### src/hdl/pal_pkg.sv
`timescale 1ns / 1ps
// ----------------------------------------------------------------------------
// Positional array list package
// Shared types, codes and sizes for the positional array list engine.
// ----------------------------------------------------------------------------
package pal_pkg;

    localparam int STORE_AW   = 6;   // address width of the entry store
    localparam int COUNT_W    = 7;   // width of the entry count
    localparam int CMDQ_DEPTH = 2;   // command queue between front and back
    localparam int OUTQ_DEPTH = 4;   // result queue at the output
    localparam int OUTQ_AW    = 2;
    localparam int OUTQ_LW    = 3;
    // Traverse reads are only issued while queued plus in-flight results
    // stay at or below this mark, so the result queue never overflows.
    localparam logic [3:0] TRAV_CREDIT = 4'd2;

    typedef enum logic [1:0] {
        OP_TRAVERSE = 2'd0,
        OP_INSERT   = 2'd1,
        OP_DELETE   = 2'd2,
        OP_SEARCH   = 2'd3
    } t_op;

    typedef enum logic [2:0] {
        ST_OK          = 3'd0,
        ST_INSERT_FAIL = 3'd1,
        ST_DELETE_BAD  = 3'd2,
        ST_NOT_FOUND   = 3'd3,
        ST_EMPTY       = 3'd4
    } t_status;

    typedef enum logic [2:0] {
        BS_IDLE,
        BS_INS_MOVE,
        BS_DEL_MOVE,
        BS_SEARCH,
        BS_TRAV,
        BS_REPLY
    } t_back_state;

    typedef struct packed {
        logic [1:0]         operation;
        logic signed [31:0] value;
        logic [6:0]         position;
    } t_in_item;

    typedef struct packed {
        logic [2:0]         status;
        logic signed [31:0] item_value;
        logic [5:0]         item_index;
        logic [6:0]         entry_count;
        logic               last;
    } t_out_item;

    typedef struct packed {
        t_op                op;
        logic signed [31:0] value;
        logic [6:0]         position;
    } t_cmd;

    typedef struct packed {
        logic                wr_en;
        logic [STORE_AW-1:0] wr_addr;
        logic [31:0]         wr_data;
        logic                rd_en;
        logic [STORE_AW-1:0] rd_addr;
    } t_ram_req;

endpackage

### src/hdl/positional_array_list_engine.sv
`timescale 1ns / 1ps
// Throughput: one operation at a time; traverse then pushes one result a cycle
//   while the result queue leaves it credit, as the single read port of the
//   entry store sets every loop at one entry.
// Reset clears the count, both queues and the control state, not the entry store.
// ----------------------------------------------------------------------------
// Positional array list engine
// Ordered list of signed 32-bit entries with insert, delete, search and
// traverse operations, reported through status codes.
// ----------------------------------------------------------------------------
module positional_array_list_engine #(
    parameter int CAPACITY = 64
) (
    input  logic               i_clk,
    input  logic               i_rst_n,
    input  logic               i_in_valid,
    output logic               o_in_stall,
    input  pal_pkg::t_in_item  i_in_item,
    output logic               o_out_valid,
    input  logic               i_out_stall,
    output pal_pkg::t_out_item o_out_item
);

    // Address width of the physical store follows the capacity.
    localparam int RamAw = $clog2(CAPACITY);

    // The front end takes each input transaction into a two-entry command
    // queue, so new commands are accepted while the back end is busy.
    logic                        w_cmd_vld;
    pal_pkg::t_cmd               w_cmd;
    logic                        w_cmd_pop;

    // The back end drives the store and pushes results into the result queue.
    pal_pkg::t_ram_req           w_ram;
    logic [31:0]                 w_rd_data;
    logic                        w_res_push;
    pal_pkg::t_out_item          w_res_item;
    logic [pal_pkg::OUTQ_LW-1:0] w_q_level;
    logic                        w_q_full;

    pal_front u_front (
        .i_clk      (i_clk),
        .i_rst_n    (i_rst_n),
        .i_in_valid (i_in_valid),
        .o_in_stall (o_in_stall),
        .i_in_item  (i_in_item),
        .o_cmd_vld  (w_cmd_vld),
        .o_cmd      (w_cmd),
        .i_cmd_pop  (w_cmd_pop)
    );

    pal_back #(
        .CAPACITY (CAPACITY)
    ) u_back (
        .i_clk      (i_clk),
        .i_rst_n    (i_rst_n),
        .i_cmd_vld  (w_cmd_vld),
        .i_cmd      (w_cmd),
        .o_cmd_pop  (w_cmd_pop),
        .o_ram      (w_ram),
        .i_rd_data  (w_rd_data),
        .o_res_push (w_res_push),
        .o_res_item (w_res_item),
        .i_q_level  (w_q_level),
        .i_q_full   (w_q_full)
    );

    // Entry store. Only entries below the count are ever read, and those have
    // always been written, so the store needs no reset value.
    pal_ram #(
        .WIDTH (32),
        .DEPTH (CAPACITY),
        .AW    (RamAw)
    ) u_store (
        .i_clk     (i_clk),
        .i_wr_en   (w_ram.wr_en),
        .i_wr_addr (w_ram.wr_addr[RamAw-1:0]),
        .i_wr_data (w_ram.wr_data),
        .i_rd_en   (w_ram.rd_en),
        .i_rd_addr (w_ram.rd_addr[RamAw-1:0]),
        .o_rd_data (w_rd_data)
    );

    // The result queue decouples the output stall from the traverse loop.
    pal_outq u_outq (
        .i_clk       (i_clk),
        .i_rst_n     (i_rst_n),
        .i_push      (w_res_push),
        .i_item      (w_res_item),
        .o_level     (w_q_level),
        .o_full      (w_q_full),
        .o_out_valid (o_out_valid),
        .i_out_stall (i_out_stall),
        .o_out_item  (o_out_item)
    );

`ifndef SYNTHESIS
    // The traverse credit and the reply wait must keep the result queue from
    // overflowing.
    a_no_overflow: assert property (@(posedge i_clk) disable iff (!i_rst_n)
        w_res_push |-> (w_q_level < pal_pkg::OUTQ_LW'(pal_pkg::OUTQ_DEPTH)))
        else $error("result queue overflow");

    // A command is only taken from the queue when one is there.
    a_pop_valid: assert property (@(posedge i_clk) disable iff (!i_rst_n)
        w_cmd_pop |-> w_cmd_vld)
        else $error("command popped from empty queue");

    // Only a traverse gives more than one result, and all of those are ok.
    a_mid_ok: assert property (@(posedge i_clk) disable iff (!i_rst_n)
        (o_out_valid && !o_out_item.last) |-> (o_out_item.status == pal_pkg::ST_OK))
        else $error("non-final result with failure status");

    // The reported count never exceeds the capacity.
    a_count_cap: assert property (@(posedge i_clk) disable iff (!i_rst_n)
        o_out_valid |-> (o_out_item.entry_count <= 7'(CAPACITY)))
        else $error("entry count above capacity");
`endif

endmodule

### src/hdl/pal_ram.sv
`timescale 1ns / 1ps
// ----------------------------------------------------------------------------
// Generic RAM
// One write port and one read port with registered read data.
// ----------------------------------------------------------------------------
module pal_ram #(
    parameter int WIDTH = 32,
    parameter int DEPTH = 64,
    parameter int AW    = $clog2(DEPTH)
) (
    input  logic             i_clk,
    input  logic             i_wr_en,
    input  logic [AW-1:0]    i_wr_addr,
    input  logic [WIDTH-1:0] i_wr_data,
    input  logic             i_rd_en,
    input  logic [AW-1:0]    i_rd_addr,
    output logic [WIDTH-1:0] o_rd_data
);

    logic [WIDTH-1:0] r_mem [DEPTH];
    logic [WIDTH-1:0] r_rd_data;

    always_ff @(posedge i_clk) begin
        if (i_wr_en) begin
            r_mem[i_wr_addr] <= i_wr_data;
        end
        if (i_rd_en) begin
            r_rd_data <= r_mem[i_rd_addr];
        end
    end

    assign o_rd_data = r_rd_data;

endmodule

### src/hdl/pal_front.sv
`timescale 1ns / 1ps
// ----------------------------------------------------------------------------
// Front end
// Accepts input transactions, decodes the operation and queues commands.
// ----------------------------------------------------------------------------
module pal_front (
    input  logic              i_clk,
    input  logic              i_rst_n,
    input  logic              i_in_valid,
    output logic              o_in_stall,
    input  pal_pkg::t_in_item i_in_item,
    output logic              o_cmd_vld,
    output pal_pkg::t_cmd     o_cmd,
    input  logic              i_cmd_pop
);

    pal_pkg::t_cmd r_q [pal_pkg::CMDQ_DEPTH];
    logic          r_wr_ptr;
    logic          r_rd_ptr;
    logic [1:0]    r_level;
    logic [1:0]    n_level;
    logic          w_push;
    pal_pkg::t_cmd w_cmd;

    always_comb begin
        w_cmd.value    = i_in_item.value;
        w_cmd.position = i_in_item.position;
        unique case (i_in_item.operation)
            pal_pkg::OP_TRAVERSE: w_cmd.op = pal_pkg::OP_TRAVERSE;
            pal_pkg::OP_INSERT:   w_cmd.op = pal_pkg::OP_INSERT;
            pal_pkg::OP_DELETE:   w_cmd.op = pal_pkg::OP_DELETE;
            pal_pkg::OP_SEARCH:   w_cmd.op = pal_pkg::OP_SEARCH;
            default:              w_cmd.op = pal_pkg::OP_TRAVERSE;
        endcase
    end

    assign o_in_stall = (r_level == 2'(pal_pkg::CMDQ_DEPTH));
    assign w_push     = i_in_valid && !o_in_stall;
    assign o_cmd_vld  = (r_level != 2'd0);
    assign o_cmd      = r_q[r_rd_ptr];

    always_comb begin
        n_level = r_level;
        if (w_push && !i_cmd_pop) begin
            n_level = r_level + 2'd1;
        end else if (!w_push && i_cmd_pop) begin
            n_level = r_level - 2'd1;
        end
    end

    always_ff @(posedge i_clk) begin
        if (!i_rst_n) begin
            r_wr_ptr <= 1'b0;
            r_rd_ptr <= 1'b0;
            r_level  <= 2'd0;
        end else begin
            if (w_push) begin
                r_wr_ptr <= ~r_wr_ptr;
            end
            if (i_cmd_pop) begin
                r_rd_ptr <= ~r_rd_ptr;
            end
            r_level <= n_level;
        end
    end

    always_ff @(posedge i_clk) begin
        if (w_push) begin
            r_q[r_wr_ptr] <= w_cmd;
        end
    end

endmodule

### src/hdl/pal_outq.sv
`timescale 1ns / 1ps
// ----------------------------------------------------------------------------
// Result queue
// Small FIFO that holds finished results until the output side takes them.
// ----------------------------------------------------------------------------
module pal_outq (
    input  logic                        i_clk,
    input  logic                        i_rst_n,
    input  logic                        i_push,
    input  pal_pkg::t_out_item          i_item,
    output logic [pal_pkg::OUTQ_LW-1:0] o_level,
    output logic                        o_full,
    output logic                        o_out_valid,
    input  logic                        i_out_stall,
    output pal_pkg::t_out_item          o_out_item
);

    pal_pkg::t_out_item          r_mem [pal_pkg::OUTQ_DEPTH];
    logic [pal_pkg::OUTQ_AW-1:0] r_wr_ptr;
    logic [pal_pkg::OUTQ_AW-1:0] r_rd_ptr;
    logic [pal_pkg::OUTQ_LW-1:0] r_level;
    logic [pal_pkg::OUTQ_LW-1:0] n_level;
    logic                        w_pop;

    assign o_level     = r_level;
    assign o_full      = (r_level == pal_pkg::OUTQ_LW'(pal_pkg::OUTQ_DEPTH));
    assign o_out_valid = (r_level != '0);
    assign o_out_item  = r_mem[r_rd_ptr];
    assign w_pop       = o_out_valid && !i_out_stall;

    always_comb begin
        n_level = r_level;
        if (i_push && !w_pop) begin
            n_level = r_level + pal_pkg::OUTQ_LW'(1);
        end else if (!i_push && w_pop) begin
            n_level = r_level - pal_pkg::OUTQ_LW'(1);
        end
    end

    always_ff @(posedge i_clk) begin
        if (!i_rst_n) begin
            r_wr_ptr <= '0;
            r_rd_ptr <= '0;
            r_level  <= '0;
        end else begin
            if (i_push) begin
                r_wr_ptr <= r_wr_ptr + pal_pkg::OUTQ_AW'(1);
            end
            if (w_pop) begin
                r_rd_ptr <= r_rd_ptr + pal_pkg::OUTQ_AW'(1);
            end
            r_level <= n_level;
        end
    end

    always_ff @(posedge i_clk) begin
        if (i_push) begin
            r_mem[r_wr_ptr] <= i_item;
        end
    end

endmodule

### src/hdl/pal_back.sv
`timescale 1ns / 1ps
// ----------------------------------------------------------------------------
// Back end
// Executes queued commands against the entry store, one at a time.
// ----------------------------------------------------------------------------
module pal_back #(
    parameter int CAPACITY = 64
) (
    input  logic                        i_clk,
    input  logic                        i_rst_n,
    input  logic                        i_cmd_vld,
    input  pal_pkg::t_cmd               i_cmd,
    output logic                        o_cmd_pop,
    output pal_pkg::t_ram_req           o_ram,
    input  logic [31:0]                 i_rd_data,
    output logic                        o_res_push,
    output pal_pkg::t_out_item          o_res_item,
    input  logic [pal_pkg::OUTQ_LW-1:0] i_q_level,
    input  logic                        i_q_full
);

    localparam logic [6:0] CapCount = 7'(CAPACITY);

    pal_pkg::t_back_state r_state, n_state;
    logic [6:0]           r_count, n_count;
    logic signed [31:0]   r_val, n_val;
    logic [6:0]           r_pos, n_pos;
    logic [6:0]           r_ptr, n_ptr;
    logic                 r_rd_vld, n_rd_vld;
    logic [5:0]           r_rd_idx, n_rd_idx;
    pal_pkg::t_status     r_status, n_status;
    logic [5:0]           r_idx, n_idx;
    logic [6:0]           w_ptr_dec;
    logic                 w_credit;

    assign w_ptr_dec = r_ptr - 7'd1;
    assign w_credit  = ({1'b0, i_q_level} + {3'b000, r_rd_vld}) <= pal_pkg::TRAV_CREDIT;

    always_comb begin
        n_state    = r_state;
        n_count    = r_count;
        n_val      = r_val;
        n_pos      = r_pos;
        n_ptr      = r_ptr;
        n_rd_vld   = 1'b0;
        n_rd_idx   = r_rd_idx;
        n_status   = r_status;
        n_idx      = r_idx;
        o_cmd_pop  = 1'b0;
        o_ram      = '0;
        o_res_push = 1'b0;
        o_res_item = '0;

        unique case (r_state)
            pal_pkg::BS_IDLE: begin
                if (i_cmd_vld) begin
                    o_cmd_pop = 1'b1;
                    n_val     = i_cmd.value;
                    n_pos     = i_cmd.position;
                    n_idx     = '0;
                    unique case (i_cmd.op)
                        pal_pkg::OP_INSERT: begin
                            if (r_count >= CapCount || i_cmd.position > r_count) begin
                                n_status = pal_pkg::ST_INSERT_FAIL;
                                n_state  = pal_pkg::BS_REPLY;
                            end else begin
                                n_ptr   = r_count;
                                n_state = pal_pkg::BS_INS_MOVE;
                            end
                        end
                        pal_pkg::OP_DELETE: begin
                            if (i_cmd.position >= r_count) begin
                                n_status = pal_pkg::ST_DELETE_BAD;
                                n_state  = pal_pkg::BS_REPLY;
                            end else begin
                                n_ptr   = i_cmd.position + 7'd1;
                                n_state = pal_pkg::BS_DEL_MOVE;
                            end
                        end
                        pal_pkg::OP_SEARCH: begin
                            n_ptr   = '0;
                            n_state = pal_pkg::BS_SEARCH;
                        end
                        pal_pkg::OP_TRAVERSE: begin
                            if (r_count == 7'd0) begin
                                n_status = pal_pkg::ST_EMPTY;
                                n_state  = pal_pkg::BS_REPLY;
                            end else begin
                                n_ptr   = '0;
                                n_state = pal_pkg::BS_TRAV;
                            end
                        end
                        default: n_state = pal_pkg::BS_IDLE;
                    endcase
                end
            end

            pal_pkg::BS_INS_MOVE: begin
                // Move entries up one, from the top of the list down to the position.
                if (r_rd_vld) begin
                    o_ram.wr_en   = 1'b1;
                    o_ram.wr_addr = r_rd_idx + 6'd1;
                    o_ram.wr_data = i_rd_data;
                end
                if (r_ptr > r_pos) begin
                    o_ram.rd_en   = 1'b1;
                    o_ram.rd_addr = w_ptr_dec[5:0];
                    n_rd_vld      = 1'b1;
                    n_rd_idx      = w_ptr_dec[5:0];
                    n_ptr         = w_ptr_dec;
                end else if (!r_rd_vld) begin
                    o_ram.wr_en   = 1'b1;
                    o_ram.wr_addr = r_pos[5:0];
                    o_ram.wr_data = r_val;
                    n_count       = r_count + 7'd1;
                    n_status      = pal_pkg::ST_OK;
                    n_state       = pal_pkg::BS_REPLY;
                end
            end

            pal_pkg::BS_DEL_MOVE: begin
                // Move entries down one, from above the position to the top.
                if (r_rd_vld) begin
                    o_ram.wr_en   = 1'b1;
                    o_ram.wr_addr = r_rd_idx - 6'd1;
                    o_ram.wr_data = i_rd_data;
                end
                if (r_ptr < r_count) begin
                    o_ram.rd_en   = 1'b1;
                    o_ram.rd_addr = r_ptr[5:0];
                    n_rd_vld      = 1'b1;
                    n_rd_idx      = r_ptr[5:0];
                    n_ptr         = r_ptr + 7'd1;
                end else if (!r_rd_vld) begin
                    n_count  = r_count - 7'd1;
                    n_status = pal_pkg::ST_OK;
                    n_state  = pal_pkg::BS_REPLY;
                end
            end

            pal_pkg::BS_SEARCH: begin
                if (r_rd_vld && i_rd_data == r_val) begin
                    n_idx    = r_rd_idx;
                    n_status = pal_pkg::ST_OK;
                    n_state  = pal_pkg::BS_REPLY;
                end else if (r_ptr < r_count) begin
                    o_ram.rd_en   = 1'b1;
                    o_ram.rd_addr = r_ptr[5:0];
                    n_rd_vld      = 1'b1;
                    n_rd_idx      = r_ptr[5:0];
                    n_ptr         = r_ptr + 7'd1;
                end else if (!r_rd_vld) begin
                    n_status = pal_pkg::ST_NOT_FOUND;
                    n_state  = pal_pkg::BS_REPLY;
                end
            end

            pal_pkg::BS_TRAV: begin
                if (r_rd_vld) begin
                    o_res_push             = 1'b1;
                    o_res_item.status      = pal_pkg::ST_OK;
                    o_res_item.item_value  = i_rd_data;
                    o_res_item.item_index  = r_rd_idx;
                    o_res_item.entry_count = r_count;
                    o_res_item.last        = ({1'b0, r_rd_idx} + 7'd1) == r_count;
                end
                if (r_ptr < r_count) begin
                    if (w_credit) begin
                        o_ram.rd_en   = 1'b1;
                        o_ram.rd_addr = r_ptr[5:0];
                        n_rd_vld      = 1'b1;
                        n_rd_idx      = r_ptr[5:0];
                        n_ptr         = r_ptr + 7'd1;
                    end
                end else if (!r_rd_vld) begin
                    n_state = pal_pkg::BS_IDLE;
                end
            end

            pal_pkg::BS_REPLY: begin
                if (!i_q_full) begin
                    o_res_push             = 1'b1;
                    o_res_item.status      = r_status;
                    o_res_item.item_index  = r_idx;
                    o_res_item.entry_count = r_count;
                    o_res_item.last        = 1'b1;
                    n_state                = pal_pkg::BS_IDLE;
                end
            end

            default: n_state = pal_pkg::BS_IDLE;
        endcase
    end

    always_ff @(posedge i_clk) begin
        if (!i_rst_n) begin
            r_state  <= pal_pkg::BS_IDLE;
            r_count  <= '0;
            r_rd_vld <= 1'b0;
        end else begin
            r_state  <= n_state;
            r_count  <= n_count;
            r_rd_vld <= n_rd_vld;
        end
    end

    always_ff @(posedge i_clk) begin
        r_val    <= n_val;
        r_pos    <= n_pos;
        r_ptr    <= n_ptr;
        r_rd_idx <= n_rd_idx;
        r_status <= n_status;
        r_idx    <= n_idx;
    end

endmodule

### config.mk
export PLATFORM = sky130hd
export DESIGN_NAME = positional_array_list_engine
export DESIGN_NICKNAME = d
export VERILOG_FILES = /design/src/hdl/pal_pkg.sv /design/src/hdl/positional_array_list_engine.sv /design/src/hdl/pal_ram.sv /design/src/hdl/pal_front.sv /design/src/hdl/pal_outq.sv /design/src/hdl/pal_back.sv
export SDC_FILE = /design/constraint.sdc
export NUM_CORES = 2
export LEC_CHECK = 0
export BUFFER_PORTS_ARGS = -buffer_cell sky130_fd_sc_hd__buf_4
export CORE_UTILIZATION = 45
export CTS_CLUSTER_DIAMETER = 30
export DETAILED_ROUTE_END_ITERATION = 16
export PLACE_DENSITY = 0.63
export SLEW_MARGIN = 20
export SYNTH_ARGS = -nofsm -noshare
export SYNTH_HDL_FRONTEND = slang
export SYNTH_SLANG_ARGS = --single-unit
### constraint.sdc
create_clock -name i_clk -period 14.9 [get_ports i_clk]
set_clock_uncertainty 0.05 [all_clocks]
set_input_delay 2.98 -clock i_clk [delete_from_list [all_inputs] [get_ports i_clk]]
set_output_delay 2.98 -clock i_clk [all_outputs]
set_load 0.01 [all_outputs]
==> flow_summary.ini <==
[run_status]
outcome = complete, no violations

[yosys]
synth_top_family_by_area = compound AO/OA/AOI/OAI gates
mappedNetlistNets = 6476
synth-simple-area-share = 0.0709
synthCells = 6390
synth-compound-area-share = 0.0853
synth_seq_cells = 2444
yosys.area_share.xor_xnor = 0.00548
synth.cell_area_um2 = 97500
synth_mux_area_frac = 0.0610
synth_edf_count = 2419
fraction_of_the_yosys_area_taken_by_sequential_cells = 0.750
avgSynthCellArea_um2 = 15.3
synth_warnings = 0
synth.distinct_cells = 82
ys_async_sr_fraction = 0
ys.flop_type = edfxtp_1
synthAdderAreaFrac = 0.00541

[job]
maxCapViolCount = 0

[cells_and_area]
layout.cells.most_common = edfxtp_1
finish.instance_area_um2 = 118000
syn_to_final_growth_pct = 20.6
finish.net_count = 6829
mostFrequentLayoutCells = edfxtp_1 (2419), nand2_1 (1079), a21oi_1 (529)
post_route_cells_drive_above_1_share = 0.179
fill_cells = 16600

[route]
detail_route.drc_violations = 0
drt_iter0_drc = 8785
ant_nets = 0
route.vias.total = 60900
viasPerCell = 6.11
drt-wirelength-per-cell_um = 29.4
wirelength_mm = 293
dr.pass1.iters = 7

[timing]
post-route-period-util = 0.473
rsz_0062_raised_after_global_routing = false
setup_total_negative_slack_ns = 0
timing.max_slew.rel_slack = 0.175
achievable-frequency_mhz = 142
min_period_ns = 7.04
final-hold-violation-count = 0
tightest_slew_ns = 1.23
slew_violations = 0
setup-violations-final = 0

[setup_path]
critical_path.startpoint_type = flop
worst_r2r_path_depth = 13
timing.critical_path.cells = nor2b_1 > a2111oi_0 > and4_1 > nand4_4 > a31oi_4 > buf_4 > buf_4 > buf_4 > buf_4 > a221oi_1 > o41ai_1 > o22ai_1 > and3_1
crit_path_top_delay_cell = o41ai_1
critical_path.most_common_cell = buf_4
worst_ep_arrival_time_ns = 7.69
cp_slowest_stage_delay_ns = 0.82
timing.critical_path.required_ns = 15.55
critPathKind = flop to flop
critPathCaptureType = flop
r2r_setup_slack_ns = 7.86
worst_flop_to_flop_path_endpoint = u_store.o_rd_data[1]
reg2reg_from = u_store.o_rd_data[6]
path_max_fanout = 52

[place]
gp_routability_congestion = 0.871
placement.cell_area_um2 = 102000
port_buffers = 95
dp_hpwl_mm = 154

[clock_tree]
cts_tree = yes
tritoncts.num_buffers = 463
root_buffer = clkbuf_16
cts_max_level = 5
clockBufferDepth = 4
clkTransAtPathRegs_ns = 0.05
worstSkewPairLatency_ns = 1.00
ctsHoldBuffers = 0
numClockSinks = 2444
cts.repair.resized = 0
post-cts-setup-buffers = 0

[die]
die_x_um = 468
row_count = 170
floorplan.die.height_um = 468
core_area_um2 = 215000
design.die.area_um2 = 219000
initial_utilization = 0.454
io_pins = 96

[hold_path]
holdPathStages = 2
hold-path-endpoint = u_front.r_level[1]
hold_startpoint = u_front.r_level[1]
hold_path.class = flop to flop

[global_routing]
via_count_of_the_first_global_routing_pass = 58600
grt_first_pass_wirelength_mm = 416
global_route.usage.total = 0.264
initial_antenna_violation_count = 13
grt-ovfl-total = 0
grt_max_degree = 146

[pwr]
clock_power_share = 0.375
p_seq_frac = 0.331
p_sw_w = 0.00968
cellPowerDensity_nw_per_um2 = 231
p_leak_nw = 42.5
cellInternalPower_w = 0.0175
comb_power_share = 0.294
power.share.switching = 0.355
power.ir.vdd_worst_uv = 236
-- area by class of cell --
type                       instances  area (um2)  share of cell area
tap                             2838        3550              0.0302
sequential                      2444       73100               0.622
antenna                            9        22.5            0.000191
clock inverter                   338        3570              0.0304
inverter                          46         173             0.00147
multi-input combinational       3493       23000               0.196
clock buffer                     510       11800               0.101
timing repair buffer             295        2340              0.0199
-- worst max path at each step --
| stage | startpoint | end | slack [ns] | cells past startpoint |
|---|---|---|---|---|
| 6_report | u_store.o_rd_data[6] | u_store.o_rd_data[1] | 7.86 | 13 |
| 5_1_grt | u_back.r_state[0] | u_store.o_rd_data[1] | 7.73 | 14 |
| 4_1_cts | u_store.o_rd_data[6] | u_store.o_rd_data[1] | 8.07 | 13 |
| 3_5_place_dp | u_store.o_rd_data[19] | u_store.o_rd_data[1] | 8.13 | 13 |
| 3_3_place_gp | u_store.o_rd_data[6] | u_store.o_rd_data[18] | 8.11 | 13 |
| 2_1_floorplan | i_in_valid | u_front.r_q[0][0] | 9.61 | 2 |
-- per-stage QoR --
stage | hold WS (ns) | util | instances | power [W] | worst slack [ns]
final | 0.453 | 0.547 | 9973 | 0.0272 | 7.86
after global routing | 0.493 | 0.547 | 9968 | 0.0279 | 7.73
after global placement | 0.440 | 0.475 | 9110 | 0.0167 | 8.11
after floorplan | 0.428 | - | 6390 | 0.0135 | 9.61
after CTS | 0.453 | 0.547 | 9963 | 0.0271 | 8.07
after detailed placement | 0.446 | 0.475 | 9115 | 0.0169 | 8.13
-- routing by layer --
layer	wire [um]	track usage	up-vias
met3	33700	0.0649	560
met1	113000	0.358	30800
met4	12800	0.114	2
met5	18	0	-
li1	-	-	25700
met2	133000	0.404	3867
-- power groups by stage --
| stage | Sequential [W] | Clock [W] | Combinational [W] |
|---|---|---|---|
| global route | 0.00905 | 0.0106 | 0.00829 |
| global placement | 0.00911 | 0 | 0.00764 |
| floorplan | 0.00902 | 0 | 0.00444 |
| CTS | 0.00901 | 0.0103 | 0.00779 |
| detailed placement | 0.00913 | 0 | 0.00774 |
| finish | 0.00902 | 0.0102 | 0.00801 |
-- sequential cells by signal, indices dropped and copies added, names as in the netlist, 3 cells and up, named ones only --
signal and count:
u_outq.r_mem 196, u_back.r_ptr 7, u_back.r_idx 6, u_back.r_val 32, u_store.o_rd_data 32, u_back.r_count 7
u_back.r_pos 7, u_back.r_state 3, u_outq.o_level 3, u_store.r_mem 2048, u_front.r_q 82, u_back.r_status 3
u_back.r_rd_idx 6
-- cells by family after synthesis --
family / after synthesis
AOI/OAI and AO/OA: 1265
DFF: 2444
and+or+nand+nor: 1600
buffers and inverters: 453
adders and majority gates: 41
muxes: 526
xor gates and xnor gates: 61
-- worst max-delay path: cells and delay by family, from the launching register on --
kind / cells / cell delay [ns]
buf+inv: 4 / 2.30
compound gates: 5 / 2.27
simple gates: 4 / 1.21
flops: 1 / 0.76
-- synth_stat cells, types with 45 or more instances --
cell type | number | area share
and2_1 | 69 | 0.0044
buf_2 | 174 | 0.0089
a21oi_1 | 529 | 0.027
o22ai_1 | 72 | 0.0046
mux2i_1 | 433 | 0.044
inv_1 | 45 | 0.0017
nor4_1 | 87 | 0.0056
nand2_1 | 1081 | 0.042
clkbuf_1 | 160 | 0.0062
nor2_1 | 109 | 0.0042
o221ai_1 | 117 | 0.011
o21ai_0 | 110 | 0.0056
nand3_1 | 95 | 0.0049
a221oi_1 | 92 | 0.0083
edfxtp_1 | 2419 | 0.74
mux4_2 | 50 | 0.012
a31oi_1 | 68 | 0.0044
(Power assumes the default switching activity.)
